File: src/sv/fifo_queue_lock_manager_macros.svh
// Assertion helpers for the queue lock manager.
// Each macro expects signals named clk and rst_n in the enclosing scope.
`ifndef FIFO_QUEUE_LOCK_MANAGER_MACROS_SVH
`define FIFO_QUEUE_LOCK_MANAGER_MACROS_SVH

// Same-cycle implication, disabled during reset.
`define FQLM_ASSERT_NOW(label, ante, cons, msg) \
    label: assert property (@(posedge clk) disable iff (!rst_n) (ante) |-> (cons)) \
        else $error(msg);

// Next-cycle implication, disabled during reset.
`define FQLM_ASSERT_NEXT(label, ante, cons, msg) \
    label: assert property (@(posedge clk) disable iff (!rst_n) (ante) |=> (cons)) \
        else $error(msg);

`endif

File: src/sv/fqlm_pkg.sv
package fqlm_pkg;

    localparam int ID_W     = 5;
    localparam int STATUS_W = 3;

    localparam logic CMD_ACQUIRE = 1'b0;
    localparam logic CMD_RELEASE = 1'b1;

    typedef logic [ID_W-1:0] id_t;

    typedef enum logic [STATUS_W-1:0] {
        STAT_GRANTED = 3'd0,
        STAT_QUEUED  = 3'd1,
        STAT_HANDED  = 3'd2,
        STAT_FREED   = 3'd3,
        STAT_BAD     = 3'd4
    } fqlm_status_t;

    typedef enum logic {
        FSM_IDLE,
        FSM_EXEC
    } fqlm_state_t;

endpackage

File: src/sv/fqlm_if.sv
interface fqlm_req_if
    import fqlm_pkg::*;
();
    logic valid;
    logic ready;
    logic command;
    id_t  requester;

    modport source (output valid, output command, output requester, input ready);
    modport sink   (input valid, input command, input requester, output ready);
endinterface

interface fqlm_rsp_if
    import fqlm_pkg::*;
();
    logic                valid;
    logic                ready;
    logic [STATUS_W-1:0] status;
    logic                grant_valid;
    id_t                 grant_id;
    logic                lock_free;

    modport source (output valid, output status, output grant_valid, output grant_id,
                    output lock_free, input ready);
    modport sink   (input valid, input status, input grant_valid, input grant_id,
                    input lock_free, output ready);
endinterface

File: src/sv/fqlm_ram.sv
module fqlm_ram #(
    parameter int WIDTH = 5,
    parameter int DEPTH = 32,
    localparam int AW   = (DEPTH > 1) ? $clog2(DEPTH) : 1
) (
    input  logic             clk,
    input  logic             we,
    input  logic [AW-1:0]    waddr,
    input  logic [WIDTH-1:0] wdata,
    input  logic             re,
    input  logic [AW-1:0]    raddr,
    output logic [WIDTH-1:0] rdata
);

    logic [WIDTH-1:0] mem [DEPTH];
    logic [WIDTH-1:0] rdata_reg;

    always_ff @(posedge clk)
    begin
        if (we)
        begin
            mem[waddr] <= wdata;
        end
        if (re)
        begin
            rdata_reg <= mem[raddr];
        end
    end

    assign rdata = rdata_reg;

endmodule

File: src/sv/fifo_queue_lock_manager.sv
// Queue lock manager: one lock shared by REQUESTERS requesters, served in
// arrival order.
// Channels: req carries an item of command (0 acquire, 1 release) and
// requester id; rsp returns one item per request with status, grant_valid,
// grant_id and lock_free. Both use valid/ready; an item moves when both are
// high at a rising clk edge.
// A request accepted in the idle state moves to the execute state, which
// loads the response register; the receiver takes the response from that
// register. The successor-link RAM read issued at accept returns in the
// execute state, where the update runs, so no new request is taken until the
// block is back in idle. A new request is taken once the response register is
// empty or draining, so a stalled receiver holds the response in place and
// blocks the next request after it.
// Reset (rst_n low, asynchronous): lock free, no successor links, no pending
// response. The link RAM needs no clearing since each entry's data is used only
// while its valid flop is set; requests are taken right after reset.
module fifo_queue_lock_manager
    import fqlm_pkg::*;
#(
    parameter int REQUESTERS = 32
) (
    input logic       clk,
    input logic       rst_n,
    fqlm_req_if.sink  req,
    fqlm_rsp_if.source rsp
);

    localparam int AW = $clog2(REQUESTERS);

    fqlm_state_t state_reg, state_next;

    logic                  cmd_reg;
    id_t                   req_id_reg;
    logic                  tail_valid_reg, tail_valid_next;
    id_t                   tail_id_reg, tail_id_next;
    id_t                   holder_reg, holder_next;
    logic [REQUESTERS-1:0] succ_valid_reg, succ_valid_next;

    logic                  rsp_valid_reg, rsp_valid_next;
    logic [STATUS_W-1:0]   status_reg, status_next;
    logic                  grant_valid_reg, grant_valid_next;
    id_t                   grant_id_reg, grant_id_next;
    logic                  lock_free_reg, lock_free_next;
    logic                  rsp_load;

    logic                  accept;
    logic                  in_range;
    logic [AW-1:0]         r_addr;
    logic [AW-1:0]         t_addr;

    logic                  ram_we;
    id_t                   ram_rdata;

    assign req.ready = (state_reg == FSM_IDLE) && (!rsp_valid_reg || rsp.ready);
    assign accept    = req.valid && req.ready;

    assign r_addr   = AW'(req_id_reg);
    assign t_addr   = AW'(tail_id_reg);
    assign in_range = 32'(req_id_reg) < REQUESTERS;

    fqlm_ram #(
        .WIDTH (ID_W),
        .DEPTH (REQUESTERS)
    ) u_succ_ram (
        .clk   (clk),
        .we    (ram_we),
        .waddr (t_addr),
        .wdata (req_id_reg),
        .re    (accept),
        .raddr (AW'(req.requester)),
        .rdata (ram_rdata)
    );

    always_ff @(posedge clk or negedge rst_n)
    begin
        if (!rst_n)
        begin
            state_reg      <= FSM_IDLE;
            tail_valid_reg <= 1'b0;
            tail_id_reg    <= '0;
            holder_reg     <= '0;
            succ_valid_reg <= '0;
            rsp_valid_reg  <= 1'b0;
        end
        else
        begin
            state_reg      <= state_next;
            tail_valid_reg <= tail_valid_next;
            tail_id_reg    <= tail_id_next;
            holder_reg     <= holder_next;
            succ_valid_reg <= succ_valid_next;
            rsp_valid_reg  <= rsp_valid_next;
        end
    end

    always_ff @(posedge clk)
    begin
        if (accept)
        begin
            cmd_reg    <= req.command;
            req_id_reg <= req.requester;
        end
        if (rsp_load)
        begin
            status_reg      <= status_next;
            grant_valid_reg <= grant_valid_next;
            grant_id_reg    <= grant_id_next;
            lock_free_reg   <= lock_free_next;
        end
    end

    always_comb
    begin
        state_next       = state_reg;
        tail_valid_next  = tail_valid_reg;
        tail_id_next     = tail_id_reg;
        holder_next      = holder_reg;
        succ_valid_next  = succ_valid_reg;
        rsp_load         = 1'b0;
        ram_we           = 1'b0;
        status_next      = STAT_BAD;
        grant_valid_next = 1'b0;
        grant_id_next    = '0;
        rsp_valid_next   = rsp_valid_reg && !rsp.ready;

        unique case (state_reg)
            FSM_IDLE:
            begin
                if (accept)
                begin
                    state_next = FSM_EXEC;
                end
            end
            FSM_EXEC:
            begin
                state_next     = FSM_IDLE;
                rsp_load       = 1'b1;
                rsp_valid_next = 1'b1;
                if (!in_range)
                begin
                    status_next = STAT_BAD;
                end
                else if (cmd_reg == CMD_ACQUIRE)
                begin
                    // clear own link first, so a tail re-acquiring links to itself
                    succ_valid_next[r_addr] = 1'b0;
                    if (!tail_valid_reg)
                    begin
                        tail_valid_next  = 1'b1;
                        tail_id_next     = req_id_reg;
                        holder_next      = req_id_reg;
                        status_next      = STAT_GRANTED;
                        grant_valid_next = 1'b1;
                        grant_id_next    = req_id_reg;
                    end
                    else
                    begin
                        succ_valid_next[t_addr] = 1'b1;
                        ram_we                  = 1'b1;
                        tail_id_next            = req_id_reg;
                        status_next             = STAT_QUEUED;
                    end
                end
                else if (!tail_valid_reg || holder_reg != req_id_reg)
                begin
                    status_next = STAT_BAD;
                end
                else if (succ_valid_reg[r_addr])
                begin
                    // pass the lock down the link read at accept
                    succ_valid_next[r_addr] = 1'b0;
                    holder_next             = ram_rdata;
                    status_next             = STAT_HANDED;
                    grant_valid_next        = 1'b1;
                    grant_id_next           = ram_rdata;
                end
                else
                begin
                    tail_valid_next = 1'b0;
                    status_next     = STAT_FREED;
                end
            end
            default:
            begin
                state_next = FSM_IDLE;
            end
        endcase

        lock_free_next = !tail_valid_next;
    end

    assign rsp.valid       = rsp_valid_reg;
    assign rsp.status      = status_reg;
    assign rsp.grant_valid = grant_valid_reg;
    assign rsp.grant_id    = grant_id_reg;
    assign rsp.lock_free   = lock_free_reg;

`include "fifo_queue_lock_manager_macros.svh"

    `FQLM_ASSERT_NEXT(a_accept_to_exec, accept, state_reg == FSM_EXEC, "accepted item did not enter execute")
    `FQLM_ASSERT_NOW(a_exec_slot_free, state_reg == FSM_EXEC, !rsp_valid_reg, "response register busy during execute")
    `FQLM_ASSERT_NOW(a_grant_holds_lock, rsp_valid_reg && grant_valid_reg, !lock_free_reg, "grant reported with lock free")
    `FQLM_ASSERT_NEXT(a_handover_holder, rsp_load && status_next == STAT_HANDED, holder_reg == grant_id_reg, "holder differs from handed grant")

endmodule
File: src/flat_wrapper.sv
// flat-port wrapper written by rule: the top's interface ports become plain ports
module fifo_queue_lock_manager_flat import fqlm_pkg::*;
#(
    parameter int REQUESTERS = 32
)
  (clk, rst_n, req_valid, req_command, req_requester, req_ready, rsp_valid, rsp_status, rsp_grant_valid, rsp_grant_id, rsp_lock_free, rsp_ready);
  fqlm_req_if req_i ();
  fqlm_rsp_if rsp_i ();
  input logic clk;
  input logic rst_n;
  input wire logic [$bits(req_i.valid)-1:0] req_valid;
  input wire logic [$bits(req_i.command)-1:0] req_command;
  input wire logic [$bits(req_i.requester)-1:0] req_requester;
  output wire logic [$bits(req_i.ready)-1:0] req_ready;
  output wire logic [$bits(rsp_i.valid)-1:0] rsp_valid;
  output wire logic [$bits(rsp_i.status)-1:0] rsp_status;
  output wire logic [$bits(rsp_i.grant_valid)-1:0] rsp_grant_valid;
  output wire logic [$bits(rsp_i.grant_id)-1:0] rsp_grant_id;
  output wire logic [$bits(rsp_i.lock_free)-1:0] rsp_lock_free;
  input wire logic [$bits(rsp_i.ready)-1:0] rsp_ready;
  assign req_i.valid = req_valid;
  assign req_i.command = req_command;
  assign req_i.requester = req_requester;
  assign req_ready = req_i.ready;
  assign rsp_valid = rsp_i.valid;
  assign rsp_status = rsp_i.status;
  assign rsp_grant_valid = rsp_i.grant_valid;
  assign rsp_grant_id = rsp_i.grant_id;
  assign rsp_lock_free = rsp_i.lock_free;
  assign rsp_i.ready = rsp_ready;
  fifo_queue_lock_manager #(.REQUESTERS(REQUESTERS)) u_core (.clk(clk), .rst_n(rst_n), .req(req_i), .rsp(rsp_i));
endmodule
File: config.mk
export PLATFORM = sky130hd
export DESIGN_NAME = fifo_queue_lock_manager_flat
export DESIGN_NICKNAME = d
export VERILOG_FILES = /design/src/sv/fqlm_pkg.sv /design/src/sv/fqlm_if.sv /design/src/sv/fqlm_ram.sv /design/src/sv/fifo_queue_lock_manager.sv /design/src/flat_wrapper.sv
export VERILOG_INCLUDE_DIRS = /design/src /design/src/sv
export SDC_FILE = /design/constraint.sdc
export NUM_CORES = 1
export LEC_CHECK = 0
export BUFFER_PORTS_ARGS = -buffer_cell sky130_fd_sc_hd__buf_4
export CAP_MARGIN = 20
export CORE_ASPECT_RATIO = 0.5
export CORE_MARGIN = 5
export CORE_UTILIZATION = 59
export CTS_CLUSTER_DIAMETER = 120
export DETAILED_ROUTE_END_ITERATION = 8
export PLACE_DENSITY = 0.74
export SKIP_CTS_REPAIR_TIMING = 1
export SYNTH_ARGS = -nofsm -noshare
export SYNTH_HDL_FRONTEND = slang
export SYNTH_SLANG_ARGS = --single-unit
File: constraint.sdc
create_clock -name clk -period 5.2 [get_ports clk]
set_input_delay 1.04 -clock clk [delete_from_list [all_inputs] [get_ports clk]]
set_output_delay 1.04 -clock clk [all_outputs]
set_load 0.01 [all_outputs]
# Yosys cells after proc, flatten, opt, wreduce, memory -nomap -nowiden
# Memory sizes are Yosys's and may differ from the RTL's. A register that Yosys moved wholly into a read port is not among the register bits.
# Cells that the tools add are included.
[word_totals] ramBits=160 input_bits=10 output_inout_bits=12 reg_bits=61 mem_count=1
[classes] n_eq_ne=4 bitwise=5 mux=39 reduce_logical=14 n_lt_le_gt_ge=4
[memory_table] name="u_core.u_succ_ram.mem" words=32 width=5 rd=1 rd_clocked_by_memory_dff=1 wr=1 line="fqlm_ram.sv:15" rtl="logic [WIDTH-1:0] mem [DEPTH];"
[op_table] op="32-bit 2-to-1 mux" count=4
[op_table] op="5-bit 2-to-1 mux" count=8
[op_table] op="32-bit AND" count=1
[op_table] op="32-bit NOT" count=1
[op_table] op="32-bit OR" count=1
[op_table] op="1-bit 2-to-1 mux" count=21
[op_table] op="5-bit by 6-bit less-than comparator with 1-bit output, second input constant" count=2
[op_table] op="1-bit demux with 5-bit select" count=2
[op_table] op="5-bit by 1-bit >= comparator with 1-bit output, second input constant" count=2
[op_table] op="3-bit 2-to-1 mux" count=2
[op_table] op="1-bit binary-select mux with 5-bit select" count=1
[op_table] op="1-bit logical AND" count=5
[op_table] op="5-bit != test" count=1
[op_table] op="1-bit zero test" count=4
[op_table] op="2-bit != test, second input constant" count=2
[op_table] op="4-bit AND reduction" count=1
[op_table] op="3-bit AND reduction" count=1
[op_table] op="1-bit logical OR" count=2
[op_table] op="2-bit by 1-bit != test with 1-bit output, second input constant" count=1
[op_table] op="1-bit NOT" count=2
[op_table] op="1-bit one-hot mux with 2 select lines" count=1
[op_table] op="2-bit AND reduction" count=1

# Depth between registers and ports, before layout
# Gate-level depths: netlist of run 1.
[logic_depth] depth_word=9 depth_mapped=8 mapped_depth_nobuf=5

# By module
# From an unflattened synthesis of run 1, not the netlist that was laid out.
[unflattened] hier_cells=586 area_unflattened_um2=9581.7
[by_module_without_submodules] module="fqlm_ram" instances=1 seq_area_each_um2=4954.8 area_per_inst_um2=6394.9 cells_per_inst=277
[by_module_without_submodules] module="fifo_queue_lock_manager" instances=1 seq_area_each_um2=1606.5 area_per_inst_um2=3186.8 cells_per_inst=309

# Least setup slack after synthesis of run 1
# Ideal clock, no wire load.
[synth_path] path_kind="input to register" start="input req_requester[0]" end="register u_core.u_succ_ram.rdata_reg[0], in the netlist u_core.u_succ_ram.rdata[0], read port of u_core.u_succ_ram.mem (data pin)" path_stages=5 t_required_ns=4.940 slack_ns=2.262 arrival_time_ns=2.678 path_buffers=2 path_cell_list="clkbuf_1 buf_2 mux4_2 mux4_2 mux2_2"
[synth_rtl] element="start: declaration" line="flat_wrapper.sv:13" rtl="input wire logic [$bits(req_i.requester)-1:0] req_requester;"
[synth_rtl] element="end: declaration" line="fqlm_ram.sv:16" rtl="logic [WIDTH-1:0] rdata_reg;"

# Final worst setup path of run 1
[layout_path] start="register u_core.req_id_reg[2], in the netlist u_core.r_addr[2]" end="register u_core.grant_valid_reg, in the netlist u_core.rsp.grant_valid (data pin)"
[layout_via] elab_chain_len=5
[layout_lines] element="start: declaration" line="fifo_queue_lock_manager.sv:33" rtl="id_t req_id_reg;"
[layout_lines] element="start signal: assignment" line="fifo_queue_lock_manager.sv:101" rtl="req_id_reg <= req.requester;"
[layout_lines] element="1-bit binary-select mux with 5-bit select" line="fifo_queue_lock_manager.sv:168" rtl="else if (succ_valid_reg[r_addr])"
[layout_lines] element="1-bit 2-to-1 mux (not written as such)" line="fifo_queue_lock_manager.sv:168"
[layout_lines] element="1-bit 2-to-1 mux" line="fifo_queue_lock_manager.sv:168"
[layout_lines] element="1-bit 2-to-1 mux *" line="fifo_queue_lock_manager.sv:164" rtl="else if (!tail_valid_reg || holder_reg != req_id_reg)"
[layout_lines] element="1-bit 2-to-1 mux *" line="fifo_queue_lock_manager.sv:143" rtl="else if (cmd_reg == CMD_ACQUIRE)"
[layout_lines] element="end signal: assignment" line="fifo_queue_lock_manager.sv:106" rtl="grant_valid_reg <= grant_valid_next;"
[layout_lines] element="end: declaration" line="fifo_queue_lock_manager.sv:41" rtl="logic grant_valid_reg, grant_valid_next;"
# Mark *: on every way between the ends. The rest lies on a longest branch, timed or not. The select of a mux whose other input is x is not followed.
# A chain may end at the register's enable or synchronous reset.

==> results of run 1 <==
-- final cells by class --
cell class / count / area, sq um / area share
Inverter: 5 / 18.8 / 0.00174
Timing Repair Buffer: 33 / 275 / 0.0256
Sequential cell: 226 / 6560 / 0.610
Clock inverter: 5 / 28.8 / 0.00268
Clock buffer: 31 / 583 / 0.0542
Tap cell: 227 / 284 / 0.0264
Multi-Input combinational cell: 330 / 3010 / 0.279
-- power by group --
group | total [W] | switching [W] | internal (W)
clock network | 0.00140 | 0.000630 | 0.000775
registers | 0.00219 | 0.0000970 | 0.00209
logic | 0.000501 | 0.000317 | 0.000183
total | 0.00410 | 0.00104 | 0.00305
-- cell usage in the layout, fill, tap and decap left out, types with 4 or more instances in the layout --
cell / synthesis / layout
nand2_1: 22 / 22
or3b_1: 6 / 6
o221ai_2: 5 / 5
o21ai_0: 40 / 40
mux2_2: 5 / 5
a22oi_1: 5 / 5
or2_2: 4 / 4
xor2_1: 4 / 4
nand3b_1: 9 / 9
mux4_2: 50 / 50
clkbuf_16: 0 / 21
a21oi_1: 8 / 8
a211o_1: 5 / 5
edfxtp_1: 181 / 181
clkbuf_1: 21 / 8
a31oi_1: 5 / 5
buf_4: 2 / 31
nand3_1: 15 / 15
nand4_1: 6 / 6
o22ai_1: 32 / 32
nor2_1: 36 / 36
mux2i_1: 16 / 16
dfrtp_1: 45 / 45
inv_1: 5 / 5
a2111oi_1: 27 / 27
-- how the worst max path moves through the flow --
stage | to | cells past startpoint
floorplan | u_core.u_succ_ram.rdata[0] | 5
global placement | u_core.rsp.grant_id[4] | 7
detailed placement | u_core.rsp.grant_id[3] | 7
CTS | u_core.rsp.grant_id[3] | 7
global route | u_core.rsp.grant_id[4] | 7
finish | u_core.rsp.grant_valid | 7
-- routing by layer --
| layer | share of wire | track usage | vias to the layer above | wire length, um |
|---|---|---|---|---|
| met1 | 0.44 | 0.380 | 2996 | 9840 |
| met4 | 0.012 | 0.0487 | 0 | 271 |
| li1 | - | - | 2497 | - |
| met5 | 0 | 0 | - | 0 |
| met2 | 0.44 | 0.334 | 373 | 9750 |
| met3 | 0.10 | 0.0479 | 24 | 2330 |
-- worst register-to-register path, delay by kind of cell, from the launching register on --
family | cells | cell delay, ns
compound gates | 4 | 1.30
buf+inv | 2 | 0.92
simple gates | 1 | 0.21
flops | 1 | 0.98
-- metrics by stage --
step,area [sq um],cells
global route,10800,857
detailed placement,10100,819
CTS,10700,855
floorplan,9860,616
global placement,10100,819
finish,10800,857
-- cells by family after synthesis --
family                 Yosys count
AND/OR/NAND/NOR                115
multiplexers                    71
flip-flops                     226
AO/OA/AOI/OAI                  139
XOR/XNOR                         5
buffers and inverters           60
==> impl_metrics.csv, run 1 <==
group,metric,value,unit
worst_setup_path,max_stage_delay,0.98,ns
worst_hold_path,holdCritStartpoint,"u_core.rsp.valid",
timing,layout_min_cycle_time,3.67,ns
synthesis,synth-compound-area-share,0.104,
route,drcViolationCount,0,
place,dp_hpwl,13800,um
synthesis,syn_nets,626,
worst_hold_path,min_path_type,"flip-flop to flip-flop",
worst_setup_path,startpoint,"u_core.r_addr[2]",
worst_setup_path,path_cells,"buf_4 -> or3_1 -> o221ai_2 -> a22oi_2 -> buf_4 -> a21o_1 -> a21oi_1",
worst_hold_path,holdPathEnd,"u_core.rsp.valid",
route,firstDrtPassIters,5,
global_route,grt_usage,0.235,
clock_network,h-tree-depth,1,
worst_setup_path,cp_top_family,"compound AO/OA/AOI/OAI gates",
place,gp_congestion,0.874,
layout,fin_nets,626,
worst_setup_path,cp.buffers_inverters,2,
clock_network,clockBufferDepth,3,
synthesis,synth_flop_cell,"edfxtp_1",
route,drtIter0Drc,833,
clock_network,cts.sinks,226,
synthesis,yosysMostFrequentCell,"edfxtp_1",
worst_setup_path,end_kind,"flip-flop",
layout,num-fill-cells,1129,
synthesis,synth_xor_area_frac,0.00444,
worst_setup_path,timing.rr.end,"u_core.rsp.grant_valid",
power,p_per_area,381,nW/um^2
timing,max_slew.worst_pin.slew,0.963,ns
layout,utilization,0.656,
die,core,16400,sq um
worst_setup_path,critical_path_arrival,3.88,ns
layout,area_growth,9.13,%
die,dieArea,19500,sq um
route,antenna_left,0,
global_route,overflow,0,
timing,slew-limit-headroom,0.358,
worst_setup_path,cpMostUsedCell,"buf_4",
power,ir_drop,214,uV
synthesis,seq_area_frac_synth,0.666,
timing,hold_ws,0.543,ns
clock_network,cts_tree,"done",
timing,finalWorstSetupSlack,1.53,ns
worst_hold_path,min_path_cells,2,
synthesis,synth_largest_area_cell,"edfxtp_1",
timing,period_share,0.706,
worst_setup_path,crit_path_max_fanout,29,
layout,antennaDiodeCount,0,
die,rows,33,
synthesis,ys_warn_count,0,
route,wl,22200,um
timing,rsz0062_at_grt,"false",
synthesis,synth_adder_area_share,0,
route,via_count,5890,
synthesis,synth_area_leaders,"edfxtp_1 (55%), dfrtp_1 (11%), mux4_2 (11%)",
worst_setup_path,r2r_start,"u_core.r_addr[2]",
place,place_ws,1.58,ns
worst_setup_path,reg2regPathDepth,7,
layout,largest_reg_flops,160,
power,power.leakage,3.45,nW
flow_run,maxCapViolCount,0,
synthesis,postSynthCellCount,616,
worst_setup_path,required,5.41,ns
die,start_util,0.601,
timing,setup_viol,0,
clock_network,clk_pin_slew_worst_paths,0.07,ns
power,p_total,0.00410,W
die,chipHeight,101,um
worst_setup_path,critical_path_class,"flip-flop to flip-flop",
clock_network,clockRootBuffer,"clkbuf_16",
synthesis,synth.avg_cell_area,16.0,sq um
worst_setup_path,cp-start-kind,"flip-flop",
place,port_buffers,21,
clock_network,clk_latency,0.49,ns
timing,fin_tns_setup,0,ns
synthesis,yosys.area_share.simple,0.0604,
synthesis,yosys-mux-area-fraction,0.136,
clock_network,cts_made_buffers,20,
synthesis,synthDistinctLibCells,42,
timing,drv_slew,0,
timing,timing.fmax,0.272,GHz
route,vias_per_cell,6.87,
synthesis,synth_area,9860,sq um
global_route,antenna_found_initial,0,
die,die_width,193,um
synthesis,synth_top_area_share,0.551,
worst_setup_path,slowest_stage,"edfxtp_1",
layout,layout-drive-gt1-share,0.208,
global_route,grt_max_degree,50,
run_status,status,"finished clean",
synthesis,synth_top_family_by_area,"multiplexers",
worst_setup_path,regToRegSetupSlack,1.53,ns
synthesis,synth_commonest_cells,"edfxtp_1 (181), mux4_2 (50), dfrtp_1 (45), o21ai_0 (40), nor2_1 (36)",
timing,clock_skew,0.00989,ns
synthesis,synth_edf_count,181,
global_route,grt_pass1_wl,34700,um
global_route,grt_pass1_vias,5645,
synthesis,ys_seq_elements,226,
die,ios,22,
synthesis,ys_async_sr_fraction,0.199,
route,wire_per_inst,25.9,um
timing,hold_viol_final,0,
(Power assumes the default switching activity.)
==> inputs of run 2 (changes only) <==
==> constraint.sdc (replaced) <==
create_clock -name clk -period 3.4 [get_ports clk]
set_input_delay 0.68 -clock clk [delete_from_list [all_inputs] [get_ports clk]]
set_output_delay 0.68 -clock clk [all_outputs]
set_load 0.01 [all_outputs]
==> run 2 against run 1 <==
Combinational power is 57% higher. Fmax grew 30%. Sequential share of layout area down 1.1 points. Setup slack got worse by 0.95 ns. Register-to-register slack got worse by 0.95 ns. Clock skew is 0.012 ns higher. Critical path depth is 1 lower. Utilization increased by 1.2 points. Non-clock buffer count is 11 higher. Global-route usage is 0.96 points higher. Largest cell class unchanged. Largest power group unchanged. Highest routed layer unchanged.
==> impl_metrics.csv, run 2 (synthesized netlist as in run 1, its figures left out) <==
group,metric,value,unit
worst_setup_path,critical_path_arrival,3.17,ns
layout,final_common_cell,"edfxtp_1",
timing,fin_tns_setup,0,ns
global_route,grt_usage,0.244,
layout,largest_reg_flops,160,
clock_network,cts_made_buffers,20,
timing,hold_viol_final,0,
timing,max_slew.worst_pin.slew,0.944,ns
worst_setup_path,r2r_start,"u_core.r_addr[4]",
timing,slew-limit-headroom,0.370,
layout,area_growth,11.1,%
power,netSwitchingFraction,0.247,
die,chipHeight,101,um
layout,final_cell_mix,"edfxtp_1 (181), mux4_2 (50), dfrtp_1 (45), buf_4 (43), o21ai_0 (40)",
die,rows,33,
worst_setup_path,end_kind,"flip-flop",
power,p_comb_frac,0.118,
clock_network,clockBufferDepth,3,
layout,multi_input_area,3010,sq um
route,antenna_left,0,
clock_network,h-tree-depth,1,
global_route,grt_max_degree,46,
layout,num-fill-cells,1122,
timing,timing.fmax,0.355,GHz
worst_setup_path,critical_path_class,"flip-flop to flip-flop",
power,ir_drop,322,uV
global_route,overflow,0,
timing,hold_ws,0.187,ns
timing,rsz0062_at_grt,"false",
layout,ff_latch_area,6560,sq um
power,p_int,0.00505,W
die,core,16400,sq um
clock_network,cts.sinks,226,
clock_network,clockRootBuffer,"clkbuf_16",
clock_network,clk_pin_slew_worst_paths,0.07,ns
route,drtIter0Drc,822,
worst_setup_path,crit_path_max_fanout,20,
worst_setup_path,required,3.75,ns
route,vias_per_cell,6.94,
worst_setup_path,cp-start-kind,"flip-flop",
clock_network,cts_tree,"done",
die,die_width,193,um
layout,fin_nets,637,
route,drcViolationCount,0,
die,start_util,0.601,
die,dieArea,19500,sq um
place,port_buffers,21,
route,via_count,6026,
flow_run,maxCapViolCount,0,
worst_setup_path,reg2regPathDepth,6,
timing,finalWorstSetupSlack,0.580,ns
power,p_per_area,613,nW/um^2
place,gp_congestion,0.884,
route,wl,23200,um
power,p_seq_frac,0.499,
power,clkPwrFrac,0.383,
worst_setup_path,startpoint,"u_core.r_addr[4]",
run_status,status,"finished clean",
layout,layout-drive-gt1-share,0.223,
timing,clock_skew,0.0218,ns
layout,antennaDiodeCount,0,
route,firstDrtPassIters,5,
layout,utilization,0.668,
global_route,grt_pass1_vias,5784,
worst_setup_path,timing.rr.end,"u_core.succ_valid_reg[15]",
global_route,grt_pass1_wl,35600,um
die,ios,22,
global_route,antenna_found_initial,0,
worst_hold_path,min_path_type,"input port to asynchronous set/reset pin",
timing,drv_slew,0,
timing,period_share,0.829,
power,power.leakage,3.55,nW
power,p_total,0.00671,W
timing,layout_min_cycle_time,2.82,ns
route,wire_per_inst,26.7,um
power,power.switching,0.00166,W
place,dp_hpwl,14000,um
clock_network,clk_latency,0.51,ns
worst_setup_path,regToRegSetupSlack,0.58,ns
place,place_ws,0.535,ns
timing,setup_viol,0,
## run 2: changes by cell type in the layout (fill, tap and decap cells not counted), sizes merged
cell	change
buf	+11
bufinv	+6
clkbuf	-7
clkinv	+3
clkinvlp	-2
## run 2: layout make-up
class / instances / area share
multi-input cells: 330 / 0.274
clock buffers: 24 / 0.0480
repair buffers: 44 / 0.0313
clock inverters: 12 / 0.0196
well taps: 227 / 0.0259
flip-flops and latches: 226 / 0.599
inverters: 5 / 0.00171
## run 2: power by group through the flow
stage	clock network, W	registers (W)	logic (W)
finish	0.00257	0.00335	0.000789
floorplan	0	0.00335	0.000557
detailed placement	0	0.00340	0.000774
global route	0.00272	0.00336	0.000861
global placement	0	0.00339	0.000753
CTS	0.00258	0.00335	0.000781
## run 2: critical path, cell delays in order (launching register included)
cell and delay, ns:
edfxtp_1 0.78, xor2_1 0.17, nor4_2 0.41, nand2_1 0.41, buf_4 0.34, a2111oi_1 0.40
o22ai_1 0.16
## run 2: how the worst max path moves through the flow
| stage | cells after the start | to | slack (ns) |
|---|---|---|---|
| after floorplan | 5 | u_core.u_succ_ram.rdata[0] | 0.82 |
| after global placement | 5 | u_core.u_succ_ram.rdata[2] | 0.54 |
| after detailed placement | 5 | u_core.u_succ_ram.rdata[1] | 0.53 |
| after CTS | 6 | u_core.succ_valid_reg[15] | 0.57 |
| after global routing | 6 | u_core.succ_valid_reg[13] | 0.33 |
| final | 6 | u_core.succ_valid_reg[15] | 0.58 |
## run 2: layer usage
metal,part of all wire,global-route usage,up-vias
met5,0,0,-
met4,0.027,0.0564,0
met3,0.11,0.0513,62
met2,0.45,0.372,430
met1,0.41,0.370,3013
li1,-,-,2521
## run 2: per-stage QoR
stage	instance area [sq um]	std cells
detailed placement	10200	832
global placement	10200	832
global route	11000	868
floorplan	9860	616
CTS	11000	868
finish	11000	868
==> inputs of run 3 (changes only) <==
--- a/config.mk
+++ b/config.mk
@@ -6,6 +6,7 @@
 export SDC_FILE = /design/constraint.sdc
 export NUM_CORES = 1
 export LEC_CHECK = 0
+export ABC_AREA = 1
 export BUFFER_PORTS_ARGS = -buffer_cell sky130_fd_sc_hd__buf_4
 export CAP_MARGIN = 20
 export CORE_ASPECT_RATIO = 0.5
==> constraint.sdc (replaced) <==
create_clock -name clk -period 2.6 [get_ports clk]
set_input_delay 0.52 -clock clk [delete_from_list [all_inputs] [get_ports clk]]
set_output_delay 0.52 -clock clk [all_outputs]
set_load 0.01 [all_outputs]
==> run 3 against run 2 <==
Fmax up 24%. Clock power up 13%. Register-to-register slack worse by 0.25 ns. Largest cell class unchanged. Highest routed layer unchanged.
==> impl_metrics.csv, run 3 <==
group,metric,value,unit
power,p_per_area,718,nW/um^2
flow_run,maxCapViolCount,0,
timing,finalWorstSetupSlack,0.332,ns
layout,multi_input_area,3020,sq um
layout,final_common_cell,"nand2_1",
synthesis,synth_area,10100,sq um
timing,rsz0062_at_grt,"false",
place,place_ws,0.341,ns
synthesis,synth_edf_count,181,
timing,max_slew.worst_pin.slew,0.870,ns
layout,area_growth,11.2,%
synthesis,ys_async_sr_fraction,0.199,
worst_setup_path,end_kind,"flip-flop",
layout,final_cell_mix,"nand2_1 (211), edfxtp_1 (181), o21ai_0 (125), nor2_1 (119), buf_4 (53)",
synthesis,synth_flop_cell,"edfxtp_1",
timing,slew-limit-headroom,0.415,
clock_network,h-tree-depth,1,
layout,layout-drive-gt1-share,0.0941,
synthesis,synth_area_leaders,"edfxtp_1 (54%), dfrtp_1 (11%), nand2_1 (7.9%)",
synthesis,seq_area_frac_synth,0.653,
layout,utilization,0.675,
synthesis,synth_largest_area_cell,"edfxtp_1",
global_route,grt_pass1_wl,40100,um
clock_network,clockBufferDepth,3,
die,ios,22,
die,dieArea,19900,sq um
route,antenna_left,0,
layout,ff_latch_area,6560,sq um
clock_network,clk_pin_slew_worst_paths,0.07,ns
place,gp_congestion,0.906,
worst_setup_path,crit_path_max_fanout,22,
worst_setup_path,path_cells,"buf_4 -> nand2_1 -> nor3_1",
synthesis,yosysMostFrequentCell,"nand2_1",
place,dp_cells,1191,
timing,hold_viol_final,0,
synthesis,syn_nets,973,
synthesis,synth_top_area_share,0.541,
route,drcViolationCount,0,
route,wire_per_inst,20.8,um
global_route,overflow,0,
worst_setup_path,critical_path_arrival,2.39,ns
global_route,grt_pass1_vias,7212,
power,power.leakage,4.22,nW
clock_network,cts.sinks,226,
route,wl,25500,um
global_route,grt_usage,0.256,
synthesis,postSynthCellCount,963,
timing,setup_viol,0,
synthesis,synth_commonest_cells,"nand2_1 (211), edfxtp_1 (181), o21ai_0 (125), nor2_1 (119), inv_1 (49)",
timing,layout_min_cycle_time,2.27,ns
worst_setup_path,required,2.73,ns
route,firstDrtPassIters,6,
route,via_count,7692,
timing,hold_ws,0.0152,ns
worst_setup_path,slowest_stage,"nor3_1",
clock_network,clk_latency,0.50,ns
power,ir_drop,538,uV
layout,num-fill-cells,1243,
run_status,status,"finished clean",
clock_network,cts_made_buffers,21,
synthesis,synthDistinctLibCells,31,
synthesis,synth.avg_cell_area,10.4,sq um
timing,timing.fmax,0.441,GHz
timing,period_share,0.872,
clock_network,cts_tree,"done",
timing,fin_tns_setup,0,ns
layout,fin_nets,997,
global_route,antenna_found_initial,0,
timing,drv_slew,0,
layout,largest_reg_flops,160,
worst_setup_path,reg2regPathDepth,3,
die,core,16600,sq um
layout,fin_cells,1226,
place,dp_hpwl,16300,um
worst_setup_path,max_stage_delay,0.83,ns
synthesis,ys_seq_elements,226,
die,die_width,195,um
die,start_util,0.607,
route,vias_per_cell,6.27,
clock_network,clockRootBuffer,"clkbuf_16",
timing,clock_skew,0.0147,ns
route,drtIter0Drc,1114,
die,rows,33,
die,chipHeight,102,um
place,port_buffers,21,
global_route,grt_max_degree,82,
worst_setup_path,critical_path_class,"flip-flop to flip-flop",
layout,antennaDiodeCount,0,
synthesis,ys_warn_count,0,
worst_setup_path,cp-start-kind,"flip-flop",
worst_hold_path,min_path_type,"input port to asynchronous set/reset pin",
==> run 3: cell count changes in the layout (fill, tap and decap cells not counted), sizes merged, moves of 32 or more <==
cell | previous run | this run
nand2 | 22 | 214
o21ai | 40 | 147
nor2 | 36 | 121
mux4 | 50 | 0
inv | 5 | 53
a2111oi | 32 | 0
==> run 3: where the power goes <==
| group | total [W] | switching, W | leakage (nW) | internal, W |
|---|---|---|---|---|
| registers | 0.00414 | 0.0000920 | 2.25 | 0.00405 |
| clock network | 0.00290 | 0.00131 | 0.296 | 0.00159 |
| logic | 0.000987 | 0.000746 | 1.67 | 0.000241 |
| total | 0.00803 | 0.00214 | 4.22 | 0.00588 |
==> run 3: logic make-up (layout without fill, tap and decap cells) <==
| kind of cell | after synthesis | after routing | synth area share |
|---|---|---|---|
| AOI/OAI and AO/OA | 224 | 224 | 0.137 |
| buffers and inverters | 112 | 148 | 0.0468 |
| DFF | 226 | 226 | 0.653 |
| and+or+nand+nor | 401 | 401 | 0.163 |
==> run 3: per-layer routing <==
metal  up-vias  GRT usage  share of wire  routed length, um
li1       3459          -              -                  -
met2       491      0.386           0.43              11000
met4         0     0.0497          0.016                399
met3        50     0.0563           0.12               3090
met5         -          0              0                  0
met1      3692      0.390           0.43              11000
==> run 3: layout make-up <==
type,instances,area share
Tap cell,227,0.0254
Clock inverter,8,0.00672
Sequential cell,226,0.587
Inverter,56,0.0188
Multi-Input combinational cell,625,0.270
Clock buffer,27,0.0490
Timing Repair Buffer,57,0.0428
==> run 3: critical path: cells and delay by family (launching register included) <==
family                 cells  cell delay [ns]
buffers and inverters      1             0.26
DFF                        1             0.35
and+or+nand+nor            2             1.27
==> run 3: worst paths after layout <==
kind	startpoint	slack, ns	end
worst max-delay path	u_core.state_reg	0.33	u_core.u_succ_ram.mem[3][0]
worst min-delay path	rst_n	0.02	u_core.succ_valid_reg[11]
worst max register to register	u_core.state_reg	0.33	u_core.u_succ_ram.mem[3][0]
worst min register to register	u_core.holder_reg[1]	0.48	u_core.holder_reg[1]
max in group asynchronous	rst_n	2.21	u_core.succ_valid_reg[22]
min in group clk	req_command	0.19	u_core.cmd_reg
==> run 3: metrics by stage <==
step,total power [W],instance area [sq um]
floorplan,0.00480,10100
global placement,0.00514,10600
detailed placement,0.00516,10600
CTS,0.00799,11200
global route,0.00830,11200
finish,0.00803,11200
